**config.mk**
```make
export PLATFORM = sky130hd
export DESIGN_NAME = chunked_container_parser
export DESIGN_NICKNAME = d
export VERILOG_FILES = /design/src/ccp_pkg.sv /design/src/ccp_result_fifo.sv /design/src/chunked_container_parser.sv
export SDC_FILE = /design/constraint.sdc
export NUM_CORES = 2
export LEC_CHECK = 0
export ABC_CLOCK_PERIOD_IN_PS = 38200
export BUFFER_PORTS_ARGS = -buffer_cell sky130_fd_sc_hd__buf_2
export CORE_MARGIN = 2
export CORE_UTILIZATION = 61
export DETAILED_ROUTE_END_ITERATION = 10
export PLACE_DENSITY_LB_ADDON = 0.25
export REMOVE_ABC_BUFFERS = 1
export SYNTH_ARGS = -nofsm -noshare
export SYNTH_HDL_FRONTEND = slang
export SYNTH_SLANG_ARGS = --single-unit
export TNS_END_PERCENT = 30
```
**constraint.sdc**
```tcl
create_clock -name clk -period 38.2 [get_ports clk]
set_input_delay 5.73 -clock clk [delete_from_list [all_inputs] [get_ports clk]]
set_output_delay 5.73 -clock clk [all_outputs]
set_load 0.01 [all_outputs]
```
**src/ccp_pkg.sv**
```systemverilog
`timescale 1ns / 1ps

package ccp_pkg;

  // Result kinds
  localparam logic [1:0] KIND_HEADER = 2'd0;
  localparam logic [1:0] KIND_CHUNK  = 2'd1;
  localparam logic [1:0] KIND_FINISH = 2'd2;

  // Status codes
  localparam logic [2:0] ST_OK         = 3'd0;
  localparam logic [2:0] ST_BAD_MAGIC  = 3'd1;
  localparam logic [2:0] ST_BAD_VER    = 3'd2;
  localparam logic [2:0] ST_COMPRESSED = 3'd3;
  localparam logic [2:0] ST_ILLEGAL    = 3'd4;
  localparam logic [2:0] ST_TOO_SHORT  = 3'd5;
  localparam logic [2:0] ST_BAD_HSIZE  = 3'd6;

  // Stop reasons
  localparam logic [1:0] STOP_END_DATA = 2'd0;
  localparam logic [1:0] STOP_MARKER   = 2'd1;
  localparam logic [1:0] STOP_ZERO     = 2'd2;
  localparam logic [1:0] STOP_OVERRUN  = 2'd3;

  localparam logic [63:0] FILE_MAGIC   = 64'h5046_502D_4669_6C65;
  localparam logic [7:0]  FMT_VERSION  = 8'd3;
  localparam logic [31:0] NAME_END     = 32'h454E_4446;
  localparam logic [31:0] NAME_UNKNOWN = 32'h554E_4B4E;
  localparam int          HDR_BYTES    = 24;
  localparam int          HDR_SIZE_MIN = 17;
  localparam int          CHUNK_HDR    = 8;

  // Result queue geometry
  localparam int RQ_DEPTH = 4;
  localparam int RQ_PTR_W = 2;
  localparam int RQ_CNT_W = 3;

  typedef struct packed {
    logic [1:0]  result_kind;
    logic [2:0]  status;
    logic [1:0]  stop_reason;
    logic [31:0] tag;
    logic [7:0]  main_version;
    logic [7:0]  sub_version;
    logic [7:0]  compression;
    logic [31:0] data_offset;
    logic [31:0] data_size;
    logic        last;
  } res_t;

  function automatic logic [7:0] magic_byte(input logic [2:0] idx);
    logic [5:0] sh;
    sh = 6'(3'd7 - idx) << 3;
    return 8'(FILE_MAGIC >> sh);
  endfunction

  function automatic res_t mk_finish(input logic [2:0] st, input logic [1:0] stop);
    res_t r;
    r = '0;
    r.result_kind = KIND_FINISH;
    r.status      = st;
    r.stop_reason = stop;
    r.last        = 1'b1;
    return r;
  endfunction

endpackage

```
**src/ccp_result_fifo.sv**
```systemverilog
`timescale 1ns / 1ps

module ccp_result_fifo (
  input  logic          clk,
  input  logic          rst_n,
  input  logic [1:0]    push_n,
  input  ccp_pkg::res_t push0,
  input  ccp_pkg::res_t push1,
  output logic          room2,
  output logic          out_valid,
  input  logic          out_ready,
  output ccp_pkg::res_t out_data
);
  import ccp_pkg::*;

  res_t                mem [RQ_DEPTH];
  logic [RQ_PTR_W-1:0] wptr_r, rptr_r;
  logic [RQ_CNT_W-1:0] cnt_r;
  logic                pop;

  assign out_valid = (cnt_r != '0);
  assign pop       = out_valid && out_ready;
  assign out_data  = mem[rptr_r];
  assign room2     = (cnt_r <= RQ_CNT_W'(RQ_DEPTH - 2));

  always_ff @(posedge clk) begin
    if (push_n != 2'd0) begin
      mem[wptr_r] <= push0;
    end
    if (push_n == 2'd2) begin
      mem[wptr_r + RQ_PTR_W'(1)] <= push1;
    end
  end

  always_ff @(posedge clk) begin
    if (!rst_n) begin
      wptr_r <= '0;
      rptr_r <= '0;
      cnt_r  <= '0;
    end else begin
      wptr_r <= wptr_r + RQ_PTR_W'(push_n);
      if (pop) begin
        rptr_r <= rptr_r + RQ_PTR_W'(1);
      end
      cnt_r <= cnt_r + RQ_CNT_W'(push_n) - RQ_CNT_W'(pop);
    end
  end

endmodule

```
**src/chunked_container_parser.sv**
```systemverilog
`timescale 1ns / 1ps
// Flow: a word accepted into the input stage register is parsed once the
// result queue has room for two results, which are written into that queue.
// Throughput: one input word per cycle while the queue has room for two
// results; words that yield two results are absorbed by a four-entry queue.
// Reset: synchronous, active low; the parser waits for a first-byte word.
module chunked_container_parser #(
  parameter int OFFSET_BITS = 32
) (
  input  logic         clk,
  input  logic         rst_n,
  input  logic         in_tvalid,
  output logic         in_tready,
  input  logic [39:0]  in_tdata,  // data_byte[7:0], total_length[39:8]
  input  logic         in_tuser,  // first_byte
  output logic         out_tvalid,
  input  logic         out_tready,
  // status[2:0], stop_reason[4:3], tag[36:5], main_version[44:37],
  // sub_version[52:45], compression[60:53], data_offset[92:61],
  // data_size[124:93], zero fill[127:125]
  output logic [127:0] out_tdata,
  output logic [1:0]   out_tuser, // result_kind
  output logic         out_tlast  // last
);
  import ccp_pkg::*;

  localparam int OB = OFFSET_BITS;

  typedef enum logic [1:0] {PH_IDLE, PH_HEADER, PH_CHUNK, PH_DONE} phase_t;

  // Input stage: hold one word until the queue has room for its results
  logic         stg_v_r;
  logic [7:0]   stg_byte_r;
  logic         stg_first_r;
  logic [31:0]  stg_total_r;

  // Parser state
  phase_t       phase_r, phase_nxt;
  logic [OB-1:0] pos_r, pos_nxt;
  logic [7:0]   hsize_r, hsize_nxt;
  logic [31:0]  file_id_r, file_id_nxt;
  logic [7:0]   main_r, main_nxt, sub_r, sub_nxt, comp_r, comp_nxt;
  logic [63:0]  shift_r, shift_nxt;
  logic [OB-1:0] start_r, start_nxt;
  logic         magic_r, magic_nxt;

  logic         room2, fire;
  logic [1:0]   push_n;
  res_t         r0, r1, q;

  // Working values
  logic [63:0]   total_ext;
  logic [OB-1:0] total_c, pos_e, next_s;
  logic          magic_e, do_next;
  phase_t        phase_e;
  logic [31:0]   name, size;
  logic [32:0]   end_sum;
  logic [OB:0]   off_sum;

  assign fire      = stg_v_r && room2;
  assign in_tready = !stg_v_r || fire;

  always_ff @(posedge clk) begin
    if (!rst_n) begin
      stg_v_r <= 1'b0;
    end else if (in_tready) begin
      stg_v_r <= in_tvalid;
    end
  end

  always_ff @(posedge clk) begin
    if (in_tready && in_tvalid) begin
      stg_byte_r  <= in_tdata[7:0];
      stg_total_r <= in_tdata[39:8];
      stg_first_r <= in_tuser;
    end
  end

  always_comb begin
    phase_nxt   = phase_r;
    pos_nxt     = pos_r;
    hsize_nxt   = hsize_r;
    file_id_nxt = file_id_r;
    main_nxt    = main_r;
    sub_nxt     = sub_r;
    comp_nxt    = comp_r;
    shift_nxt   = shift_r;
    start_nxt   = start_r;
    magic_nxt   = magic_r;
    r0          = '0;
    r1          = '0;
    push_n      = 2'd0;
    do_next     = 1'b0;
    next_s      = '0;

    // Clamp the file length to the offset range
    total_ext = {32'd0, stg_total_r};
    total_c   = ((total_ext >> OB) != 64'd0) ? {OB{1'b1}} : stg_total_r[OB-1:0];

    // A first-byte word restarts the parser with this very byte
    pos_e   = stg_first_r ? '0 : pos_r;
    magic_e = stg_first_r ? 1'b1 : magic_r;
    phase_e = stg_first_r ? PH_HEADER : phase_r;

    name    = shift_nxt[63:32];
    size    = '0;
    end_sum = '0;
    off_sum = '0;

    if (fire) begin
      if (stg_first_r) begin
        phase_nxt   = PH_HEADER;
        pos_nxt     = '0;
        hsize_nxt   = '0;
        file_id_nxt = '0;
        main_nxt    = '0;
        sub_nxt     = '0;
        comp_nxt    = '0;
        shift_nxt   = '0;
        start_nxt   = '0;
        magic_nxt   = 1'b1;
      end

      if (phase_e == PH_HEADER || phase_e == PH_CHUNK) begin
        shift_nxt = {(stg_first_r ? 56'd0 : shift_r[55:0]), stg_byte_r};
        name      = shift_nxt[63:32];
        size      = {shift_nxt[7:0], shift_nxt[15:8], shift_nxt[23:16], shift_nxt[31:24]};
        end_sum   = {{(33-OB){1'b0}}, start_r} + {1'b0, size};
        off_sum   = {1'b0, start_r} + (OB+1)'(CHUNK_HDR);
        pos_nxt   = (pos_e != {OB{1'b1}}) ? pos_e + OB'(1) : pos_e;

        if (phase_e == PH_HEADER) begin
          if (pos_e == '0 && total_c < OB'(HDR_BYTES)) begin
            r0 = mk_finish(ST_TOO_SHORT, STOP_END_DATA);
            push_n = 2'd1;
            phase_nxt = PH_DONE;
          end else if (pos_e < OB'(8)) begin
            if (stg_byte_r != magic_byte(pos_e[2:0])) begin
              magic_nxt = 1'b0;
            end else begin
              magic_nxt = magic_e;
            end
            if (pos_e == OB'(7) && !magic_nxt) begin
              r0 = mk_finish(ST_BAD_MAGIC, STOP_END_DATA);
              push_n = 2'd1;
              phase_nxt = PH_DONE;
            end
          end else if (pos_e == OB'(8)) begin
            if (stg_byte_r != FMT_VERSION) begin
              r0 = mk_finish(ST_BAD_VER, STOP_END_DATA);
              push_n = 2'd1;
              phase_nxt = PH_DONE;
            end
          end else if (pos_e == OB'(9)) begin
            hsize_nxt = stg_byte_r;
          end else if (pos_e <= OB'(13)) begin
            file_id_nxt = {file_id_r[23:0], stg_byte_r};
          end else if (pos_e == OB'(14)) begin
            sub_nxt = stg_byte_r;
          end else if (pos_e == OB'(15)) begin
            main_nxt = stg_byte_r;
          end else if (pos_e == OB'(16)) begin
            comp_nxt = stg_byte_r;
          end else if (pos_e == OB'(HDR_BYTES - 1)) begin
            r0.result_kind  = KIND_HEADER;
            r0.tag          = file_id_r;
            r0.main_version = main_r;
            r0.sub_version  = sub_r;
            r0.compression  = comp_r;
            push_n = 2'd1;
            if (comp_r != 8'd0) begin
              r1 = mk_finish(ST_COMPRESSED, STOP_END_DATA);
              push_n = 2'd2;
              phase_nxt = PH_DONE;
            end else if (hsize_r < 8'(HDR_SIZE_MIN)) begin
              r1 = mk_finish(ST_BAD_HSIZE, STOP_END_DATA);
              push_n = 2'd2;
              phase_nxt = PH_DONE;
            end else if ({{(OB-8){1'b0}}, hsize_r} > total_c) begin
              r1 = mk_finish(ST_TOO_SHORT, STOP_END_DATA);
              push_n = 2'd2;
              phase_nxt = PH_DONE;
            end else begin
              do_next = 1'b1;
              next_s  = {{(OB-8){1'b0}}, hsize_r};
            end
          end
        end else if ({1'b0, pos_e} == {1'b0, start_r} + (OB+1)'(CHUNK_HDR - 1)) begin
          // Last byte of a chunk header: checks in priority order
          push_n = 2'd1;
          if (name == NAME_END) begin
            r0 = mk_finish(ST_OK, STOP_MARKER);
            phase_nxt = PH_DONE;
          end else if (size == 32'd0) begin
            r0 = mk_finish(ST_OK, STOP_ZERO);
            phase_nxt = PH_DONE;
          end else if (size < 32'(CHUNK_HDR)) begin
            r0 = mk_finish(ST_BAD_HSIZE, STOP_END_DATA);
            phase_nxt = PH_DONE;
          end else if (end_sum > {{(33-OB){1'b0}}, total_c}) begin
            r0 = mk_finish(ST_OK, STOP_OVERRUN);
            phase_nxt = PH_DONE;
          end else if (name == NAME_UNKNOWN) begin
            r0 = mk_finish(ST_ILLEGAL, STOP_END_DATA);
            phase_nxt = PH_DONE;
          end else begin
            r0.result_kind = KIND_CHUNK;
            r0.tag         = name;
            r0.data_offset = 32'(off_sum);
            r0.data_size   = size - 32'(CHUNK_HDR);
            do_next = 1'b1;
            next_s  = end_sum[OB-1:0];
          end
        end

        // Next chunk start: end of data, or too few bytes left for a header
        if (do_next) begin
          if (next_s == total_c) begin
            r1 = mk_finish(ST_OK, STOP_END_DATA);
            push_n = 2'd2;
            phase_nxt = PH_DONE;
          end else if ({1'b0, next_s} + (OB+1)'(CHUNK_HDR) > {1'b0, total_c}) begin
            r1 = mk_finish(ST_OK, STOP_OVERRUN);
            push_n = 2'd2;
            phase_nxt = PH_DONE;
          end else begin
            start_nxt = next_s;
            phase_nxt = PH_CHUNK;
          end
        end
      end
    end
  end

  always_ff @(posedge clk) begin
    if (!rst_n) begin
      phase_r   <= PH_IDLE;
      pos_r     <= '0;
      hsize_r   <= '0;
      file_id_r <= '0;
      main_r    <= '0;
      sub_r     <= '0;
      comp_r    <= '0;
      shift_r   <= '0;
      start_r   <= '0;
      magic_r   <= 1'b1;
    end else begin
      phase_r   <= phase_nxt;
      pos_r     <= pos_nxt;
      hsize_r   <= hsize_nxt;
      file_id_r <= file_id_nxt;
      main_r    <= main_nxt;
      sub_r     <= sub_nxt;
      comp_r    <= comp_nxt;
      shift_r   <= shift_nxt;
      start_r   <= start_nxt;
      magic_r   <= magic_nxt;
    end
  end

  // Results wait here; the input side stalls only when two slots are not free
  ccp_result_fifo u_queue (
    .clk       (clk),
    .rst_n     (rst_n),
    .push_n    (push_n),
    .push0     (r0),
    .push1     (r1),
    .room2     (room2),
    .out_valid (out_tvalid),
    .out_ready (out_tready),
    .out_data  (q)
  );

  assign out_tdata = {3'b000, q.data_size, q.data_offset, q.compression, q.sub_version,
                      q.main_version, q.tag, q.stop_reason, q.status};
  assign out_tuser = q.result_kind;
  assign out_tlast = q.last;

endmodule

```
==> impl_metrics.tcl <==
set metrics [dict create \
    pwr-share-seq_pct 46.4 \
    synthArstFlopShare_pct 0 \
    rsz0062_at_grt "no" \
    grt_pass1_wl_microns 196600 \
    critPathRequiredTime_ns 38.68 \
    start_util_pct 61.46 \
    ir_drop_v 0.00004141 \
    vias_per_cell 6.498 \
    nets 4880 \
    core_sq_mm 0.06423 \
    cap_violations 0 \
    die_area_sq_mm 0.06677 \
    p_comb_share_pct 10.6 \
    synth-adder-area-share_pct 3.737 \
    finalWeightedCongestion 1.064 \
    synth_top_area_cell "dfxtp_1" \
    grt_pass1_vias 34550 \
    area_growth_pct 9.309 \
    synth_top_family_by_area "simple AND/OR/NAND/NOR gates" \
    fin_skew_ns 0.02559 \
    synth_xor_area_share_pct 4.368 \
    antenna_found_initial 0 \
    worstSetupStartpointType "flip-flop" \
    cpMostUsedCell "ha_1" \
    cts_buffer_depth 3 \
    vias 36630 \
    max_slew_margin_pct 20.34 \
    wirelength_microns 127000 \
    slowest_stage "a211oi_1" \
    cts.sinks 746 \
    worstHoldPathType "reg2reg" \
    p_per_area_mw_per_mm2 40.82 \
    io_pins 178 \
    synth-compound-area-share_pct 16.00 \
    synth_mux_area_share_pct 9.040 \
    switchingPower_mw 0.4617 \
    clockPowerShare_pct 43.0 \
    port_buffers 174 \
    wl_per_cell_microns 22.53 \
    grt_remaining_overflow 0 \
    critPathArrivalTime_ns 13.52 \
    grt_max_degree 95 \
    p_sw_share_pct 26.21 \
    rows 93 \
    synth_edf_count 65 \
    cts_root_buffer "clkbuf_16" \
    avgSynthCellArea_sq_um 8.337 \
    fillerInstances 5297 \
    synth_ff_type "dfxtp_1" \
    internal-power_mw 1.300 \
    cts_setup_buffers 0 \
    tightestPinTransition_ns 1.180 \
    synthesis.area_sq_mm 0.03948 \
    yosysSeqAreaShare_pct 39.48 \
    synth_seq_cells 746 \
    leakagePower_nw 16.68 \
    drt_first_iter_violations 4155 \
    utilization_pct 67.18 \
    tritoncts "done" \
    placed_cell_area_sq_mm 0.04060 \
    dp_hpwl_microns 82990 \
    setup_violations 0 \
    cts_buffers 79 \
    clk_pin_slew_worst_paths_ns 0.06 \
    design_area_sq_mm 0.04315 \
    ys_types 106 \
    cts.hold.buffers_added 0 \
    path_class "reg2reg" \
    grt_usage_pct 37.13 \
    setup-tns-final_ns 0 \
    min_period_ns 13.04 \
    cts_resized 0 \
    endpoint_kind "flip-flop" \
    cp_max_fo 54 \
    firstDrtPassIters 7 \
    htree_num_levels 3 \
    period_share_pct 34.12 \
    synth_simple_gate_area_share_pct 22.83 \
    synth_top_area_share_pct 34.54 \
    drc 0 \
    slew_violations 0 \
    fmax_mhz 76.72 \
    netlist_instances 4735 \
    ys_warn_count 0 \
    drtAntennaViolNets 0 \
    status "complete, no violations" \
    hold_viol_final 0 \
    drive_gt1_share_pct 11.73 \
    synthTopCellsByArea "dfxtp_1, nor2_1, mux4_2, a21oi_1, nand2_1" \
    die_w_microns 258.4 \
    max_stage_delay_ns 0.69 \
    clk_latency_ns 0.64 \
    fp.dieH_microns 258.4 \
]
## logic make-up (layout without fill, tap and decap cells)
logic type / count (synthesis) / after routing
simple gates: 2031 / 2031
compound gates: 1029 / 1029
flops: 746 / 746
buf+inv: 425 / 469
mux: 197 / 197
xor+xnor: 189 / 189
fa+ha+maj: 117 / 117
other cells: 1 / 4
## critical path, delay by kind of cell, from the launching register on
kind                     cells  cell delay [ns]
flip-flops                   1             0.32
buffers and inverters        4             1.46
AND/OR/NAND/NOR             15             3.71
adder cells (fa/ha/maj)      6             2.00
XOR/XNOR                     4             1.02
AO/OA/AOI/OAI               18             4.35
## final timing paths
check | start | end | slack [ns] | depth (start not counted)
max | stg_first_r$_DFFE_PP_ | u_queue.cnt_r[2]$_SDFF_PN0_ | 25.16 | 47
min | u_queue.mem[2][41]$_SDFFE_PP0N_ | u_queue.mem[2][41]$_SDFFE_PP0N_ | 0.45 | 2
max reg2reg | stg_first_r$_DFFE_PP_ | u_queue.cnt_r[2]$_SDFF_PN0_ | 25.16 | 47
min reg2reg | u_queue.mem[2][41]$_SDFFE_PP0N_ | u_queue.mem[2][41]$_SDFFE_PP0N_ | 0.45 | 2
## cell usage in the layout (no fill, tap or decap), types with 17 or more instances in the layout
| cell | netlist | layout |
|---|---|---|
| nor4_1 | 48 | 47 |
| a22oi_1 | 156 | 156 |
| ha_1 | 113 | 113 |
| o21a_1 | 25 | 24 |
| edfxtp_1 | 65 | 65 |
| and3_1 | 26 | 26 |
| a21oi_1 | 537 | 537 |
| clkbuf_1 | 232 | 24 |
| o211ai_1 | 17 | 17 |
| a211oi_1 | 21 | 21 |
| clkbuf_16 | 0 | 81 |
| a22o_1 | 22 | 22 |
| dfxtp_1 | 681 | 679 |
| xnor2_1 | 117 | 117 |
| buf_4 | 14 | 75 |
| mux2i_1 | 64 | 64 |
| and2_1 | 29 | 26 |
| nor2_1 | 932 | 928 |
| o21ai_0 | 85 | 85 |
| nand3_1 | 71 | 68 |
| a21o_1 | 20 | 20 |
| clkbuf_8 | 0 | 17 |
| inv_1 | 76 | 75 |
| nor2b_1 | 59 | 59 |
| mux4_2 | 127 | 127 |
| a31oi_1 | 24 | 24 |
| nand2b_1 | 27 | 26 |
| nand2_1 | 575 | 574 |
| nand4_1 | 76 | 76 |
| xor2_1 | 67 | 67 |
| nor3_1 | 77 | 75 |
| buf_2 | 62 | 174 |
## per-stage QoR
| stage | hold WS, ns | setup slack (ns) | cells | power, mW |
|---|---|---|---|---|
| after floorplan | 0.4287 | 24.81 | 4390 | 0.9588 |
| after CTS | 0.4478 | 25.44 | 5636 | 1.763 |
| final | 0.4488 | 25.16 | 5637 | 1.761 |
| after global routing | 0.4634 | 24.25 | 5636 | 1.809 |
| after detailed placement | 0.4400 | 25.50 | 5494 | 1.017 |
| after global placement | 0.4341 | 25.65 | 5494 | 1.017 |
## cells in the mapped netlist, types with 25 or more instances
master and instances:
a21oi_1 537, xor2_1 67, nand4_1 76, o21a_1 25, buf_1 30, buf_2 62
edfxtp_1 65, nor2_1 932, ha_1 113, nor4_1 48, dfxtp_1 681, a22oi_1 156
nand2_1 575, xnor2_1 117, nor2b_1 59, o21ai_0 85, clkbuf_1 232, nor3_1 77
nand2b_1 27, nand3_1 71, and3_1 26, mux4_2 127, mux2i_1 64, inv_1 76
and2_1 29
## layout make-up
class                      count  area (sq um)  share of cell area (%)
antenna                        1         2.502                0.005799
inverter                      78         295.3                  0.6843
sequential                   746         15590                   36.14
tap                          855          1070                   2.479
clock inverter                20         195.2                  0.4523
clock buffer                 122          2351                   5.448
timing repair buffer         249          1434                   3.323
multi-input combinational   3566         22210                   51.47
## power groups by stage
stage                     Combinational [mW]  Clock, mW  Sequential (mW)
after floorplan                        0.107          0            0.852
after global placement                 0.182          0            0.835
final                                  0.187      0.757            0.818
after global routing                   0.197      0.792            0.819
after detailed placement               0.183          0            0.835
after CTS                              0.184      0.761            0.818
## layer usage
metal | part of all wire (%) | vias up | wire, microns | GRT usage (%)
met1 | 40 | 17460 | 50570 | 50.31
li1 | - | 16620 | - | -
met5 | 0 | - | 0 | 0
met3 | 11 | 337 | 13910 | 7.463
met4 | 4.5 | 0 | 5665 | 16.83
met2 | 45 | 2213 | 56870 | 57.51
## flip-flops by register name, summed over array words and instances (netlist names), 32 cells and up, named ones only
register / count
file_id_r: 32
u_queue.mem: 508
shift_r: 56
pos_r: 32
stg_total_r: 32
start_r: 32
No activity file was read; power rests on OpenSTA's default activity.
